**config.mk**
```make
export PLATFORM = sky130hd
export DESIGN_NAME = iss_chain
export DESIGN_NICKNAME = d
export VERILOG_FILES = /design/src/hw/rtl/iss_pkg.sv /design/src/hw/rtl/iss_cell.sv /design/src/hw/rtl/iss_chain.sv
export SDC_FILE = /design/constraint.sdc
export NUM_CORES = 2
export LEC_CHECK = 0
export BUFFER_PORTS_ARGS = -buffer_cell sky130_fd_sc_hd__buf_4
export CELL_PAD_IN_SITES_DETAIL_PLACEMENT = 0
export CELL_PAD_IN_SITES_GLOBAL_PLACEMENT = 1
export CORE_MARGIN = 3
export CORE_UTILIZATION = 39
export CTS_BUF_LIST = sky130_fd_sc_hd__clkbuf_8
export DETAILED_ROUTE_END_ITERATION = 10
export PLACE_DENSITY_LB_ADDON = 0.12
export SYNTH_ARGS = -nofsm -noshare
export SYNTH_HDL_FRONTEND = slang
export SYNTH_SLANG_ARGS = --single-unit
export TNS_END_PERCENT = 30
```
**constraint.sdc**
```tcl
create_clock -name clk -period 12.46 [get_ports clk]
set_input_delay 2.492 -clock clk [delete_from_list [all_inputs] [get_ports clk]]
set_output_delay 2.492 -clock clk [all_outputs]
set_load 0.005 [all_outputs]
```
**src/hw/rtl/iss_pkg.sv**
```systemverilog
// Shared types and codes for the indexed sequence store.
`default_nettype none
package iss_pkg;

  localparam int DEF_CAPACITY = 64;
  localparam int DATA_W       = 32;

  typedef enum logic [3:0] {
    ACT_PUSH_BACK  = 4'd0,
    ACT_PUSH_FRONT = 4'd1,
    ACT_POP_BACK   = 4'd2,
    ACT_POP_FRONT  = 4'd3,
    ACT_INSERT     = 4'd4,
    ACT_READ       = 4'd5,
    ACT_REMOVE     = 4'd6,
    ACT_OVERWRITE  = 4'd7,
    ACT_CLEAR      = 4'd8,
    ACT_REVERSE    = 4'd9
  } act_t;

  typedef enum logic [1:0] {
    ST_OK    = 2'd0,
    ST_FULL  = 2'd1,
    ST_EMPTY = 2'd2,
    ST_RANGE = 2'd3
  } status_t;

  // Per-cell command broadcast along the chain.
  typedef enum logic [1:0] {
    CMD_HOLD  = 2'd0,
    CMD_OPEN  = 2'd1,
    CMD_CLOSE = 2'd2,
    CMD_WRITE = 2'd3
  } cmd_t;

  typedef struct packed {
    cmd_t              cmd;
    logic [DATA_W-1:0] data;
  } cell_ctrl_t;

  typedef enum logic [1:0] {
    S_IDLE    = 2'b01,
    S_REVERSE = 2'b10
  } state_t;

endpackage
`default_nettype wire

```
**src/hw/rtl/iss_cell.sv**
```systemverilog
// One storage cell of the chain: holds, loads, or takes a neighbor's value.
`default_nettype none
module iss_cell #(
  parameter int IDX   = 0,
  parameter int CNT_W = 7
) (
  input  wire                       clk,
  input  iss_pkg::cell_ctrl_t       ctrl,
  input  wire  [CNT_W-1:0]          lo,
  input  wire  [CNT_W-1:0]          hi,
  input  wire  [iss_pkg::DATA_W-1:0] left_val,
  input  wire  [iss_pkg::DATA_W-1:0] right_val,
  output logic [iss_pkg::DATA_W-1:0] val
);
  import iss_pkg::*;

  localparam logic [CNT_W-1:0] MY = CNT_W'(IDX);

  logic [DATA_W-1:0] val_next;

  always_comb begin
    val_next = val;
    case (ctrl.cmd)
      CMD_OPEN: begin
        if (MY == lo) begin
          val_next = ctrl.data;
        end else if (MY > lo && MY <= hi) begin
          val_next = left_val;
        end
      end
      CMD_CLOSE: begin
        if (MY >= lo && MY < hi) begin
          val_next = right_val;
        end
      end
      CMD_WRITE: begin
        if (MY == lo) begin
          val_next = ctrl.data;
        end
      end
      default: val_next = val;
    endcase
  end

  always_ff @(posedge clk) begin
    val <= val_next;
  end

endmodule
`default_nettype wire

```
**src/hw/rtl/iss_chain.sv**
```systemverilog
// Row of cells with neighbor links and an indexed read port.
`default_nettype none
module iss_chain #(
  parameter int CAPACITY = iss_pkg::DEF_CAPACITY,
  parameter int CNT_W    = $clog2(CAPACITY + 1),
  parameter int IDX_W    = $clog2(CAPACITY)
) (
  input  wire                        clk,
  input  iss_pkg::cell_ctrl_t        ctrl,
  input  wire  [CNT_W-1:0]           lo,
  input  wire  [CNT_W-1:0]           hi,
  input  wire  [IDX_W-1:0]           sel,
  output logic [iss_pkg::DATA_W-1:0] sel_val
);
  import iss_pkg::*;

  logic [DATA_W-1:0] vals [CAPACITY];

  for (genvar i = 0; i < CAPACITY; i++) begin : g_cell
    logic [DATA_W-1:0] lv;
    logic [DATA_W-1:0] rv;
    if (i == 0) begin : g_first
      assign lv = '0;
    end else begin : g_left
      assign lv = vals[i-1];
    end
    if (i == CAPACITY - 1) begin : g_last
      assign rv = '0;
    end else begin : g_right
      assign rv = vals[i+1];
    end
    iss_cell #(
      .IDX   (i),
      .CNT_W (CNT_W)
    ) u_cell (
      .clk       (clk),
      .ctrl      (ctrl),
      .lo        (lo),
      .hi        (hi),
      .left_val  (lv),
      .right_val (rv),
      .val       (vals[i])
    );
  end

  assign sel_val = vals[sel];

endmodule
`default_nettype wire

```
==> flow_summary_export.csv <==
group,metric,value,unit
floorplan,rows,197,
clock_tree,insertion_delay,1140,ps
power,leakagePower,42.1,nW
clock_tree,clock_path_buffers,4,
timing,hold_viol,0,
setup_path,startpoint_type,"primary input",
timing,relSlewSlack,-8.38,%
synth,syn_nets,10600,
worst_hold_path,hold-path-endpoint,"g_cell[27].u_cell.val[12]",
final_layout,drive_gt1_share,15.1,%
place,dp_cells,13700,
clock_tree,cts_root_buf,"clkbuf_8",
place,port_buffers,86,
setup_path,crit_path_max_incr_delay,790,ps
floorplan,die_x,545,um
synth,synth_cell_types,89,
grt,grt_max_degree,185,
final_layout,largest_register_ffs,2048,
synth,synth.area.top_cells,"edfxtp_1 (54%), nor2_1 (11%), o22ai_1 (9.9%), mux4_2 (9.6%), a222oi_1 (3.0%)",
run_status,status,"finished, violations left",
timing,finClkSkew,62.5,ps
clock_tree,cts_buffers,380,
detailed_routing,avgRoutedWirePerCell,39.3,um
detailed_routing,vias,99400,
timing,timing.fmax,104,MHz
final_layout,top_regs,"g_cell.u_cell.val (2048)",
synth,synth_top_area_share,54.3,%
timing,setup_viol,0,
setup_path,worstSetupEndpointType,"primary output",
timing,slew_violations,2,
detailed_routing,via_per_inst,6.91,
final_layout,area_growth,9.91,%
clock_tree,cts-resized-gates,0,
setup_path,r2r_setup_slack,11090,ps
worst_hold_path,worstHoldPathCells,2,
worst_hold_path,hp-class,"flip-flop to flip-flop",
setup_path,crit_chain,"buf_8 -> buf_12 -> buf_4 -> mux4_2 -> mux4_2 -> o22ai_1 -> nor2_1 -> buf_4",
setup_path,crit_type,"primary input to primary output",
timing,rsz0062_at_grt,"no",
timing,finalCriticalPeriod,9620,ps
grt,antenna_found_initial,29,
grt,grt_pass1_wl,773000,um
timing,setup_tns,0,ps
final_layout,fillers,27400,
detailed_routing,detail_route.first_pass.iterations,11,
flow_run,maxCapViolations,1,
synth,netlist_area,113000,um^2
synth,postSynthAreaPerCell,10.7,um^2
clock_tree,htreeDepth,5,
synth,async_reset_ff_share,0,%
place,gp_congestion,0.953,
setup_path,rr_startpoint,"g_cell[31].u_cell.val[7]",
floorplan,die_h,545,um
grt,grt_remaining_overflow,0,
clock_tree,cts_tree,"done",
floorplan,die_area,297000,um^2
run_status,violations,"DRC, capacitance limit, slew limit",
setup_path,cp_data_required_time,9970,ps
clock_tree,post_cts_buffers,0,
detailed_routing,drc_errors,11,
final_layout,final_nets,10300,
grt,grt_pass1_vias,94700,
worst_hold_path,hold_start,"g_cell[28].u_cell.val[12]",
final_layout,finalNonFillerCells,14400,
detailed_routing,final_antenna_net_count,0,
timing,period_share,77.2,%
synth,yosys_warnings,0,
setup_path,cp_data_arrival_time,7130,ps
clock_tree,cts.sinks,2048,
synth,yosysTopAreaCell,"edfxtp_1",
final_layout,seqCellArea,61500,um^2
place,place_hpwl,336000,um
synth,netlist_instances,10600,
setup_path,critPathBufInv,4,
power,powerDensity,135,nW/um^2
clock_tree,clk_pin_slew,60,ps
final_layout,largest-register,"g_cell.u_cell.val",
synth,synth_edf_count,2048,
grt,track_usage,36.8,%
detailed_routing,drtIter0Drc,17800,
setup_path,reg2reg_depth,2,
setup_path,cp_max_fo,63,
final_layout,multi_input_area,47200,um^2
synth,ys_ff_latch,2048,
detailed_routing,wl,565000,um
setup_path,r2r-end,"g_cell[30].u_cell.val[7]",
clock_tree,cts_hold_repair.buffers,0,
power,ir_drop,85.2,uV
setup_path,cp_top_family,"buffers and inverters",
setup_path,cp_slowest_cell,"buf_4",
synth,synth_ff_type,"edfxtp_1",
floorplan,io_pins,87,
timing,worst_pin_slew,1630,ps
floorplan,core_area,289000,um^2
floorplan,start_util,39.3,%
synth,ys_seq_area_share,54.3,%
[tightest hold or removal path, delay by kind of cell, from the launching register on]
family / cells / cell delay [ps]
buf+inv: 1 / 60
flops: 1 / 370
compound gates: 1 / 80
[routing by layer]
metal / up-vias / share of wire, % / GRT usage (%)
met5: - / 0.0090 / 0
met4: 8 / 8.1 / 24.9
met3: 1569 / 12 / 8.91
met2: 8013 / 44 / 55.1
met1: 50100 / 36 / 47.1
li1: 39800 / - / -
[where the power goes]
part,internal (mW),switching [mW]
sequential,7.93,0.238
clock,2.91,3.14
combinational,0.768,1.87
total,11.6,5.25
[metrics by stage]
step	cell area [um^2]	setup slack, ps	total power [mW]	hold WS [ps]	utilization, %
CTS	125000	3090	16.8	547	43.1
global route	125000	2960	17.3	593	43.2
finish	125000	2840	16.9	558	43.2
global placement	118000	3100	10.8	570	40.9
detailed placement	118000	3070	10.8	579	40.9
floorplan	113000	3200	9.69	545	-
[cell usage after synthesis, drive strengths merged, types with 11 or more instances]
| master | instances |
|---|---|
| mux4 | 484 |
| a211oi | 25 |
| a22o | 65 |
| o21ai | 122 |
| a222oi | 334 |
| o211ai | 12 |
| o21a | 20 |
| edfxtp | 2048 |
| buf | 478 |
| or2 | 17 |
| nand2b | 18 |
| inv | 345 |
| o221ai | 22 |
| o22ai | 1788 |
| nor3 | 39 |
| o31ai | 13 |
| nand2 | 130 |
| clkbuf | 633 |
| nand3 | 25 |
| nor2b | 27 |
| mux2 | 53 |
| or4 | 11 |
| a21oi | 148 |
| mux2i | 103 |
| a31oi | 42 |
| a22oi | 22 |
| nor2 | 3372 |
[area by class of cell]
cell class | instances | share of cell area (%)
diodes | 12 | 0.0241
clock buffers | 383 | 4.23
clock inverters | 273 | 1.05
inverters | 346 | 1.05
multi-input cells | 7046 | 37.9
flip-flops and latches | 2048 | 49.4
well taps | 3880 | 3.90
repair buffers | 396 | 2.51
[worst max-delay path by stage]
stage	slack, ps	end	start	cells past startpoint
2_1_floorplan	3200	g_cell[12].u_cell.val[0]	lo[6]	7
3_3_place_gp	3100	sel_val[15]	sel[1]	8
3_5_place_dp	3070	sel_val[15]	sel[1]	8
4_1_cts	3090	sel_val[15]	sel[1]	8
5_1_grt	2960	sel_val[15]	sel[1]	8
6_report	2840	sel_val[15]	sel[1]	8
[placed cells by master (no fill, tap or decap), types with 31 or more instances in the layout]
| cell | instances |
|---|---|
| nor2_1 | 3361 |
| edfxtp_1 | 2048 |
| o22ai_1 | 1786 |
| inv_1 | 491 |
| mux4_2 | 481 |
| clkbuf_8 | 383 |
| buf_4 | 382 |
| a222oi_1 | 334 |
| a21oi_1 | 116 |
| nand2_1 | 112 |
| mux2i_1 | 102 |
| o21ai_0 | 88 |
| clkinv_1 | 79 |
| a22o_1 | 65 |
| mux2_2 | 53 |
| a31oi_4 | 31 |
[kinds of logic after synthesis]
kind of cell | synth area share [%]
and+or+nand+nor | 12.8
muxes | 11.1
DFF | 54.3
buffers and inverters | 5.65
AOI/OAI and AO/OA | 16.2
Note: power is estimated with default switching activity, not from simulation.
